<file path="src/sv/rast_pkg.sv">
`default_nettype none

package rast_pkg;

  localparam int RAST_ENTRIES = 32;

  localparam int TIME_W   = 64;
  localparam int ADDR_W   = 32;
  localparam int PORT_W   = 16;
  localparam int KIND_W   = 3;
  localparam int LEVEL_W  = 2;
  localparam int PERIOD_W = 32;
  localparam int OUTC_W   = 2;

  localparam logic [PERIOD_W-1:0] PERIOD_RESET = 32'd30000;

  typedef enum logic [OUTC_W-1:0] {
    OUT_STORED     = 2'd0,
    OUT_REFRESHED  = 2'd1,
    OUT_SUPPRESSED = 2'd2,
    OUT_FULL       = 2'd3
  } outcome_t;

  typedef struct packed {
    logic [ADDR_W-1:0]  addr;
    logic [PORT_W-1:0]  port;
    logic [KIND_W-1:0]  kind;
    logic [LEVEL_W-1:0] level;
  } rast_key_t;

  // Broadcast from the controller to every cell.
  typedef struct packed {
    logic      eval;
    logic      commit;
    logic      any_match;
    rast_key_t key;
    logic [TIME_W-1:0]   now;
    logic [PERIOD_W-1:0] period;
  } rast_cmd_t;

  // Handed from one cell to its higher-numbered neighbor.
  typedef struct packed {
    logic hit;
    logic hit_stale;
    logic free_seen;
  } rast_link_t;

endpackage

`default_nettype wire

</file>
<file path="src/sv/rast_cell.sv">
`default_nettype none

module rast_cell (
  input  wire                  clk,
  input  wire                  rst_n,
  input  rast_pkg::rast_cmd_t  cmd,
  input  rast_pkg::rast_link_t link_in,
  output rast_pkg::rast_link_t link_out
);
  import rast_pkg::*;

  logic                valid_r;
  rast_key_t           key_r;
  logic [TIME_W-1:0]   stamp_r;
  logic                match_r;
  logic                stale_r;
  logic                old_r;

  logic [TIME_W-1:0]   age;
  logic [TIME_W-1:0]   period_ext;
  logic [TIME_W-1:0]   expiry_ext;
  logic                free_here;
  logic                claim;

  assign age        = cmd.now - stamp_r;
  assign period_ext = {{(TIME_W-PERIOD_W){1'b0}}, cmd.period};
  assign expiry_ext = {{(TIME_W-PERIOD_W-1){1'b0}}, cmd.period, 1'b0};

  // An entry that would expire counts as free for the store.
  assign free_here = !valid_r || old_r;
  assign claim     = free_here && !link_in.free_seen;

  assign link_out.hit       = link_in.hit || match_r;
  assign link_out.hit_stale = link_in.hit_stale || (match_r && stale_r);
  assign link_out.free_seen = link_in.free_seen || free_here;

  always_ff @(posedge clk) begin
    if (!rst_n) begin
      valid_r <= 1'b0;
      match_r <= 1'b0;
      stale_r <= 1'b0;
      old_r   <= 1'b0;
    end else begin
      if (cmd.eval) begin
        match_r <= valid_r && (key_r == cmd.key);
        stale_r <= age > period_ext;
        old_r   <= valid_r && (age > expiry_ext);
      end
      if (cmd.commit) begin
        if (cmd.any_match) begin
          if (match_r && stale_r) begin
            stamp_r <= cmd.now;
          end
        end else if (claim) begin
          valid_r <= 1'b1;
          key_r   <= cmd.key;
          stamp_r <= cmd.now;
        end else if (old_r) begin
          valid_r <= 1'b0;
        end
      end
    end
  end

endmodule

`default_nettype wire

</file>
<file path="config.mk">
export PLATFORM = sky130hd
export DESIGN_NAME = rast_cell
export DESIGN_NICKNAME = d
export VERILOG_FILES = /design/src/sv/rast_pkg.sv /design/src/sv/rast_cell.sv
export SDC_FILE = /design/constraint.sdc
export NUM_CORES = 1
export LEC_CHECK = 0
export CAP_MARGIN = 30
export CORE_ASPECT_RATIO = 0.6
export CORE_UTILIZATION = 45
export DETAILED_ROUTE_END_ITERATION = 8
export DONT_BUFFER_PORTS = 1
export SLEW_MARGIN = 20
export SYNTH_ARGS = -nofsm -noshare
export SYNTH_HDL_FRONTEND = slang
export SYNTH_SLANG_ARGS = --single-unit
</file>
<file path="constraint.sdc">
create_clock -name clk -period 3.9 [get_ports clk]
set_input_delay 0.39 -clock clk [delete_from_list [all_inputs] [get_ports clk]]
set_output_delay 0.39 -clock clk [all_outputs]
set_load 0.02 [all_outputs]
</file>
### Word level (Yosys, flattened, before mapping)

Cells that the tools add are included.

| storage, ports and cells | value |
|---|---|
| input port bits | 157 |
| register bits | 121 |

| cells by class | value |
|---|---|
| reductions and logical operators | 15 |
| add/sub/neg operators | 1 |
| $lt $le $gt $ge | 2 |
| equality and inequality tests | 2 |
| multiplexer cells | 5 |
| bitwise gates (word level) | 1 |

Operators by type and width:

| operator | number |
|---|---|
| 64-bit 2-to-1 mux | 3 |
| 64-bit by 32-bit > comparator with 1-bit output | 1 |
| 64-bit by 33-bit > comparator with 1-bit output | 1 |
| 64-bit subtractor | 1 |
| 53-bit equality test | 1 |
| 4-bit AND reduction | 2 |
| 1-bit logical AND | 4 |
| 1-bit logical OR | 4 |
| 2-bit nonzero test | 2 |
| 3-bit AND reduction | 1 |
| 1-bit zero test | 2 |
| 1-bit 2-to-1 mux | 2 |
| 2-bit by 1-bit != test with 1-bit output (second input constant) | 1 |
| 1-bit inverter | 1 |

### Depth between registers and ports, before layout

Gate-level depths: netlist of run 1.

| depth | value |
|---|---|
| depth after elaboration | 5 |
| mapped depth | 22 |

### Worst setup path after synthesis of run 1

OpenSTA, ideal clock, no wires.

| timing path | value |
|---|---|
| kind | input to register |
| from | in cmd[43] (netlist name) |
| to | reg stale_r |
| slack | -0.269 ns |
| path buffers | 1 |
| stages | 19 |
| required time | 3.775 ns |
| arrival | 4.044 ns |
| cell sequence | ha_1 -> clkbuf_1 -> nand2_1 -> or4_1 -> a211o_1 -> nand3_1 -> xor2_1 -> ha_1 -> a21o_1 -> a21o_1 -> a21o_1 -> a21o_1 -> a21o_1 -> a21o_1 -> a221o_1 -> a21oi_1 -> a31oi_1 -> nor3b_1 -> a21oi_1 |

| on the way | value |
|---|---|
| cells in the longest elaborated chain, start to end | 2 |

RTL lines:

| item | line | text |
|---|---|---|
| start: declaration | rast_cell.sv:6 | `input rast_pkg::rast_cmd_t cmd,` |
| 64-bit subtractor | rast_cell.sv:25 | `assign age = cmd.now - stamp_r;` |
| 64-bit by 32-bit > comparator with 1-bit output | rast_cell.sv:46 | `stale_r <= age > period_ext;` |
| end signal: assignment | rast_cell.sv:46 |  |
| end: declaration | rast_cell.sv:16 | `logic stale_r;` |

Every way passes these cells.
A chain may end at the register's enable or synchronous reset.

### Worst setup path after layout of run 1

| timing path | value |
|---|---|
| from | reg stamp_r[0] |
| to | reg stale_r |

| on the way | value |
|---|---|
| cells in the longest elaborated chain, start to end | 2 |

RTL lines:

| item | line | text |
|---|---|---|
| start: declaration | rast_cell.sv:14 | `logic [TIME_W-1:0] stamp_r;` |
| start signal: assignment | rast_cell.sv:52 | `stamp_r <= cmd.now;` |
| start signal: assignment | rast_cell.sv:57 | `stamp_r <= cmd.now;` |
| 64-bit subtractor | rast_cell.sv:25 |  |
| 64-bit by 32-bit > comparator with 1-bit output | rast_cell.sv:46 |  |

Every way passes these cells.

==> results of run 1 <==
Yosys cell counts (all sizes together), types with 5 or more instances:
cell type | number | area share (%)
nand4 | 54 | 3.3
nor2 | 64 | 2.2
mux2i | 6 | 0.56
inv | 122 | 4.3
and2 | 8 | 0.47
a311oi | 6 | 0.49
nor2b | 11 | 0.64
o31ai | 11 | 0.77
a31oi | 11 | 0.64
nand3 | 20 | 0.94
nand2 | 81 | 2.8
o211ai | 12 | 0.89
o21a | 18 | 1.3
o21bai | 7 | 0.60
and3 | 9 | 0.57
nor3 | 18 | 0.84
a21o | 49 | 3.4
a211oi | 6 | 0.42
edfxtp | 117 | 33
ha | 127 | 15
o2111ai | 6 | 0.49
o22ai | 7 | 0.41
nor4 | 20 | 1.2
nor3b | 5 | 0.35
buf | 14 | 0.78
xor2 | 60 | 4.9
clkbuf | 25 | 0.89
or2 | 5 | 0.29
nand2b | 7 | 0.41
a21oi | 100 | 4.7
xnor2 | 23 | 1.9
o21ai | 56 | 2.7
through the flow:
| step | cells | hold WS [ns] | util (%) | cell area [um2] |
|---|---|---|---|---|
| after floorplan | 1174 | 0.489 | - | 10800 |
| after global placement | 1609 | 0.489 | 52.4 | 12200 |
| after detailed placement | 1609 | 0.489 | 52.4 | 12200 |
| after CTS | 1644 | 0.00158 | 55.3 | 12800 |
| after global routing | 1652 | 0.0103 | 56.0 | 13000 |
| final | 1652 | 0.0315 | 56.0 | 13000 |
repair_timing:
| item | 4_1_cts | 5_1_grt |
|---|---|---|
| setup buffers | 3 | 7 |
| cloned | 0 | 0 |
| endpoints found under the setup margin | 2 | 2 |
| pin swaps | 19 | 13 |
| gates resized for setup | 6 | 22 |
cell families (layout without fill, tap and decap cells):
logic type / count (synthesis) / count (layout) / synth area share, %
xor+xnor: 83 / 83 / 6.79
fa+ha+maj: 128 / 128 / 15.0
compound gates: 349 / 349 / 22.0
flops: 121 / 121 / 33.6
buf+inv: 161 / 324 / 5.95
simple gates: 325 / 325 / 16.0
mux: 7 / 7 / 0.667
critical path: stages (launching register included):
cell                       delay (ns)
sky130_fd_sc_hd__edfxtp_1        0.42
sky130_fd_sc_hd__ha_4            0.19
sky130_fd_sc_hd__inv_2           0.05
sky130_fd_sc_hd__fa_2            0.22
sky130_fd_sc_hd__a211oi_2        0.08
sky130_fd_sc_hd__o21ai_2         0.13
sky130_fd_sc_hd__or4b_4          0.50
sky130_fd_sc_hd__buf_4           0.16
sky130_fd_sc_hd__a31oi_4         0.17
sky130_fd_sc_hd__nor2_2          0.08
sky130_fd_sc_hd__xnor2_2         0.15
sky130_fd_sc_hd__ha_1            0.29
sky130_fd_sc_hd__a21o_1          0.19
sky130_fd_sc_hd__a21o_1          0.16
sky130_fd_sc_hd__a21o_1          0.15
sky130_fd_sc_hd__a21o_1          0.16
sky130_fd_sc_hd__a21o_1          0.15
sky130_fd_sc_hd__a221o_1         0.32
sky130_fd_sc_hd__a21oi_1         0.15
sky130_fd_sc_hd__a31oi_1         0.05
sky130_fd_sc_hd__nor3b_1         0.18
sky130_fd_sc_hd__a21oi_1         0.08
final cells by class:
class,count,area [um2],share of cell area [%]
Sequential cell,121,3590,27.7
Tap cell,315,394,3.03
Clock buffer,18,429,3.30
Clock inverter,14,188,1.44
Timing Repair Buffer,170,1290,9.92
Multi-Input combinational cell,892,6640,51.1
Inverter,122,460,3.54
power by group through the flow:
stage	Combinational (mW)	Sequential [mW]	Clock [mW]
finish	1.17	1.46	1.70
global route	1.27	1.46	1.79
CTS	1.11	1.46	1.74
detailed placement	1.09	1.49	0
global placement	1.08	1.49	0
floorplan	0.696	1.49	0
flip-flops by register name, summed over array words and instances (netlist names):
name	cells
stamp_r	64
match_r	1
old_r	1
key_r	53
stale_r	1
valid_r	1
layer usage:
layer | GRT usage [%] | share of wire, % | vias up | wire, um
li1 | - | - | 4717 | -
met1 | 44.5 | 53 | 4557 | 17700
met2 | 33.0 | 35 | 437 | 11600
met3 | 9.67 | 11 | 25 | 3830
met4 | 6.73 | 1.1 | 0 | 376
met5 | 0 | 0 | - | 0
path summary, 6_finish.rpt:
kind                                           start  slack [ns]                    end
worst max-delay path            stamp_r[0]$_DFFE_PP_       -0.23   stale_r$_SDFFE_PN0P_
worst min-delay path                         cmd[60]        0.03  stamp_r[28]$_DFFE_PP_
worst max register to register  stamp_r[0]$_DFFE_PP_       -0.23   stale_r$_SDFFE_PN0P_
worst min register to register    old_r$_SDFFE_PN0P_        0.54     old_r$_SDFFE_PN0P_
==> flow_results.org, run 1 <==
** Clocking
- For this design, the sink count on the clock tree is 121.
- The clock reaches the later pin of the worst-skew pair after 0.45 ns.
- The tree is rooted in a sky130_fd_sc_hd__clkbuf_16.
- Counting the buffers created by CTS gives 17.
- Hold repair after CTS inserted 0 buffers.
- Clock-pin slew was measured on the worst setup and hold paths at 0.07 ns.
- TritonCTS clock tree :: yes
- Count of H-tree levels built during CTS :: 4
- CTS Buffer Depth :: 2

** Worst setup path
- WS Path Type :: reg2reg
- The worst setup path is captured at a flip-flop.
- The worst register-to-register path has a depth of 21.
- Required time of the critical path :: 4.24 ns
- Worst Setup Start Kind :: flip-flop
- Critical path peak fanout :: 3
- Data arrives at the worst endpoint at 4.47 ns.

** Logic synthesis
- Mean Syn Cell Area :: 9.11 um2
- Warning count from the yosys run :: 0
- Counting flops with a built-in enable in the synthesized netlist gives 117.
- Async S/R FF share, synth :: 0%
- After technology mapping, the gate count stands at 1174.
- After synthesis, flip-flops and latches occupy 33.6% of the total area.
- Most common flop cell mapped by yosys :: sky130_fd_sc_hd__edfxtp_1
- The number of nets handed over by synthesis was 1459.
- Yosys cell types :: 86
- Area of the mapped netlist :: 10700 um2
- Synthesis inferred 121 register bits.

** Floorplan
- For this configuration, the core starts out at a cell density of 46.1%.
- Area of the die :: 24400 um2
- Die Wd :: 201 um
- The initialized floorplan defines 43 standard-cell rows.
- The floorplan step set the die height to 121 um.
- The floorplan step defined a core boundary enclosing 23200 um2.
- For this design the top-level I/O count stands at 160.

** Status
- Run status :: complete, but fails checks
- Violations in the final reports :: setup timing

** Detailed routing
- In the routed design, unresolved DRC markers number 0.
- Number of detailed-route iterations in the first pass :: 7
- Average vias per placed instance :: 5.89
- 1st-iter DRT viols :: 1018
- Vias after detailed routing :: 9736
- In this run the remaining antenna-violating nets after routing total 0.
- The routed design has 33400 um of wire.
- Wirelength per Cell :: 20.2 um

** STA
- Share of the cycle needed by the critical path after routing :: 106%
- The final-report hold violation count came to 0.
- After routing, the total negative slack on setup checks comes to -0.442 ns.
- Achievable Freq :: 242 MHz
- The final count of pins violating max slew was 0.
- Setup repair after global routing could not meet its margin everywhere.
- The routed design could run at a clock period as short as 4.13 ns.
- Remaining max-slew budget at the tightest pin :: 56.9%
- Between clock sinks in the finished design, the worst skew comes to 0.0117 ns.
- In the post-route analysis, the smallest setup slack over all paths is -0.230 ns.
- Final setup violating endpoints :: 2
- At the pin with the least slew margin, the transition time is 0.647 ns.

** Global routing
- Global routing used 27.7% of the available tracks across all layers.
- The initial antenna violation count came to 0.
- Total grt overflow :: 0
- Pin count of the biggest net entering global routing :: 65
- Global-route wire length before repair :: 51000 um
- Number of global-route vias before repair :: 8843

** Layout
- Fill cells :: 2093
- Compared with the post-synthesis result, the final layout area differs by 21.4%.
- Leaving out fill and tap cells, the most frequent cells in the layout are sky130_fd_sc_hd__buf_4, sky130_fd_sc_hd__ha_1, sky130_fd_sc_hd__inv_1.
- Leaving out fill and tap cells, the most frequent cell in the layout is sky130_fd_sc_hd__buf_4.
- Final Net Count :: 1609
- Share of final-layout standard cells stronger than drive strength 1 :: 19.1%
- Diode count :: 0

** Hold path
- Worst hold stages :: 0
- HP Class :: in2reg

** Power and ir drop
- Clock share of power :: 39.3%
- The analysis attributes to cell leakage a power of 5.59 nW.
- The analysis attributes to net switching a power of 1.33 mW.
- Worst IR Drop VDD :: 323 uV
- The completed layout was analyzed and its total power is 4.33 mW.
- Sequential cells account for 33.8% of the total power.
- Fraction of power spent switching nets :: 30.7%
- Gate power share :: 26.9%
- Internal portion of total power :: 3.00 mW
- Power Dens Cells :: 333 nW/um2

** Placed design
- Prior to clock tree synthesis, the placed netlist has a worst setup slack of -0.350 ns.
- At the end of routability-driven placement, the weighted congestion stood at 0.991.
- Buffers on Ports :: 0
- Detailed placement finished with a half-perimeter wire length of 27400 um.

** Run
- Max-cap violations in this run came to 0.
No activity file was read; power rests on OpenSTA's default activity.
==> inputs of run 2 (changes only) <==
--- a/config.mk
+++ b/config.mk
@@ -7,6 +7,7 @@
 export LEC_CHECK = 0
 export CAP_MARGIN = 30
 export CORE_ASPECT_RATIO = 0.6
+export CORE_MARGIN = 2
 export CORE_UTILIZATION = 45
 export DETAILED_ROUTE_END_ITERATION = 8
 export DONT_BUFFER_PORTS = 1
==> run 2 against run 1 <==
The run still ends with setup timing left; sequential share of layout area is essentially flat; fmax is 2.3% higher; global-route usage shrank 0.52 points; clock skew is 0.0097 ns higher; combinational power about the same; critical path depth fell by 1; cell count up 0.54%; worst setup slack improved by 0.094 ns; clock power shrank 11%.
==> flow_results.org, run 2 (same netlist as run 1, synthesis figures left out) <==
** Detailed routing
- The number of detailed-route iterations in the first pass is 5 (-2).
- The first-iteration detailed-routing DRC count is 1100 (+8.1%).
- The remaining routing DRC violations came to 0 (unchanged).
- The total number of vias came to 9795 (+0.61%).
- Wirelength per Cell :: 20.2 um (-0.11%)
- WL final :: 33600 um (+0.44%)
- ANT nets after route :: 0 (unchanged)
- Average vias per placed instance :: 5.90 (about the same)

** Clocking
- The cell sitting at the root of the clock tree is a sky130_fd_sc_hd__clkbuf_16.
- The H-tree level count came to 4 (unchanged).
- TritonCTS built the clock tree.
- Clock tree sinks :: 121 (unchanged)
- CTS Buffer Depth :: 2 (unchanged)
- Worst skew pair latency :: 0.45 ns (about the same)
- Clk slew on worst S/H paths :: 0.07 ns (about the same)
- The count of hold buffers inserted by post-cts repair came to 0 (unchanged).
- The number of clock buffers inserted by TritonCTS was 17 (unchanged).

** STA
- Fin. Hold Viols :: 0 (unchanged)
- The worst-margin pin slew was 0.684 ns (+0.0372 ns).
- Final setup violating endpoints :: 2 (unchanged)
- Post-route minimum period :: 4.04 ns (-0.0940 ns)
- Remaining max-slew budget at the tightest pin :: 53.9% (-3.0 points)
- Setup repair after global routing missed its margin :: true
- The upper clock frequency limit came to 248 MHz (+2.3%).
- The final critical-path setup slack is -0.137 ns (+0.0940 ns).
- The worst-case clock skew is 0.0214 ns (+0.00972 ns).
- WHS :: 0.0345 ns (+0.00298 ns)
- Number of max-slew violations in the final report :: 0 (unchanged)
- The post-route setup TNS is -0.202 ns (+0.239 ns).
- The period utilization came to 104% (-2.4 points).

** Hold path
- HP Class :: in2reg
- The cell depth of the worst hold path is 0 (unchanged).

** Floorplan
- Initial Utilization :: 46.0% (-0.11 points)
- The die area was 25100 um2 (+2.7%).
- The core area came to 23200 um2 (+0.23%).
- The vertical die dimension is 123 um (+1.6%).
- FP Rows :: 43 (unchanged)
- IO Count :: 160 (unchanged)
- The die span in x came to 203 um (+0.99%).

** Worst setup path
- R2r worst-path depth :: 20 (-4.8%)
- Number of buffers and inverters on the critical path :: 1 (-1)
- Worst R2R Setup Slack :: -0.14 ns (+0.09 ns)
- Arrival time of the worst setup path :: 4.37 ns (-0.10 ns)
- The worst setup path is captured at a flip-flop.
- WS Path Type :: reg2reg
- Cells along the critical path :: ha_4 -> inv_2 -> fa_2 -> a211oi_2 -> o21ai_2 -> or4b_4 -> a31oi_4 -> nor2_2 -> xnor2_1 -> ha_1 -> a21o_1 -> a21o_1 -> a21o_1 -> a21o_1 -> a21o_1 -> a221o_1 -> a21oi_2 -> a31oi_1 -> nor3b_1 -> a21oi_1
- In this design, the critical path's most frequently occurring cell is sky130_fd_sc_hd__a21o_1.
- Stages on worst setup path :: 20 (-4.8%)
- STA classifies the critical path startpoint as a flip-flop.
- For this design, the slowest cell found on the critical path is sky130_fd_sc_hd__or4b_4.
- The highest fanout seen on the critical path was 3 (unchanged).
- Delay of the slowest cell on the worst path :: 0.52 ns (+0.02 ns)
- Among cell families on the critical path, the largest total delay comes from compound AO/OA/AOI/OAI gates.
- Required time of the critical path :: 4.24 ns (about the same)

** Global routing
- Total grt overflow :: 0 (unchanged)
- The overall fraction of global-route tracks in use is 27.1% (-0.52 points).
- The number of global-route vias before repair came to 9241 (+4.5%).
- Initial antenna violation count :: 0 (unchanged)
- The largest net degree at the start of global routing was 65 (unchanged).
- The wire length of the first global-routing pass is 51600 um (+1.3%).

** Layout
- The number of flip-flops under the largest register name was 64 (unchanged).
- Diode count :: 0 (unchanged)
- The register with the most flip-flops in the final layout is stamp_r.
- The ratio of cells with drive above 1 in the final layout is 19.9% (+0.76 points).
- The largest registers in the layout are stamp_r (64), key_r (53).
- Leading cell type in the layout, fill and taps excluded :: sky130_fd_sc_hd__buf_4
- Area growth, synth to finish :: 21.5% (about the same)
- Final Net Count :: 1618 (+0.56%)
- Non-filler cells, final :: 1661 (+0.54%)
- Leaving out fill and tap cells, the most frequent cells in the layout are sky130_fd_sc_hd__buf_4, sky130_fd_sc_hd__ha_1, sky130_fd_sc_hd__inv_1.
- The layout filler cell count came to 2100 (+0.33%).

** Run
- MaxCap Viol Count :: 0 (unchanged)

** Power and ir drop
- Design Power :: 4.15 mW (-4.1%)
- Worst IR Drop VDD :: 297 uV (-8.2%)
- The power density over cell area is 319 nW/um2 (-4.2%).
- Leakage power figure :: 5.60 nW (+0.13%)

** Status
- Violations in the final reports :: setup timing
- The flow ran to the end, but the final reports show violations.

** Placed design
- Buffers on Ports :: 0 (unchanged)
- The cell count after placement came to 1620 (+0.68%).
- Post-detailed-placement half-perimeter wirelength :: 27900 um (+1.7%)
- Placer Congestion :: 0.964 (-2.8%)
## run 2: cell types whose count changed in the layout (fill, tap and decap cells not counted), moves of 3 or more
cell	delta
sky130_fd_sc_hd__inv_8	-3
sky130_fd_sc_hd__o21ai_1	-5
sky130_fd_sc_hd__o21ai_0	+3
sky130_fd_sc_hd__clkinvlp_4	+3
sky130_fd_sc_hd__buf_4	+9
## run 2: report_power, final
part	total, mW	switching, mW	internal [mW]
logic	1.17	0.640	0.532
clock network	1.52	0.642	0.875
registers	1.46	0.00812	1.45
total	4.15	1.29	2.86
## run 2: area by class of cell
type                            instances  area (um2)  area share, %
Inverter                              122         460           3.54
Tap cell                              315         394           3.03
Multi-Input combinational cell        892        6640           51.1
Clock buffer                           18         429           3.30
Timing Repair Buffer                  179        1360           10.4
Clock inverter                         14         124          0.953
Sequential cell                       121        3590           27.6
## run 2: worst register-to-register path, delay by kind of cell, from the launching register on
family                   cells  cell delay [ns]
AND/OR/NAND/NOR              3             0.77
flip-flops                   1             0.42
adder cells (fa/ha/maj)      3             0.68
XOR/XNOR                     1             0.20
AO/OA/AOI/OAI               12             1.81
buffers and inverters        1             0.05
## run 2: metal layers
layer	up-vias	share of wire, %	GRT usage, %
met2	459	34	33.0
li1	4728	-	-
met5	-	0	0
met1	4580	52	43.7
met4	0	1.1	5.34
met3	28	13	9.62
## run 2: path summary, 6_finish.rpt
path / start / endpoint
worst max-delay path: stamp_r[0]$_DFFE_PP_ / stale_r$_SDFFE_PN0P_
worst min register to register: old_r$_SDFFE_PN0P_ / old_r$_SDFFE_PN0P_
worst max register to register: stamp_r[0]$_DFFE_PP_ / stale_r$_SDFFE_PN0P_
worst min-delay path: cmd[58] / stamp_r[26]$_DFFE_PP_
## run 2: metrics by stage
stage               setup WS [ns]  util [%]  area [um2]
detailed placement         -0.294      52.7       12200
finish                     -0.137      55.9       13000
floorplan                  -0.142         -       10800
global placement           -0.199      52.7       12200
CTS                        -0.169      55.4       12900
global route               -0.378      55.9       13000
## run 2: repair_timing
action | 4_1_cts | 5_1_grt
pin swaps | 23 | 10
setup buffers | 4 | 4
endpoints found under the setup margin | 2 | 2
resized for setup | 11 | 17
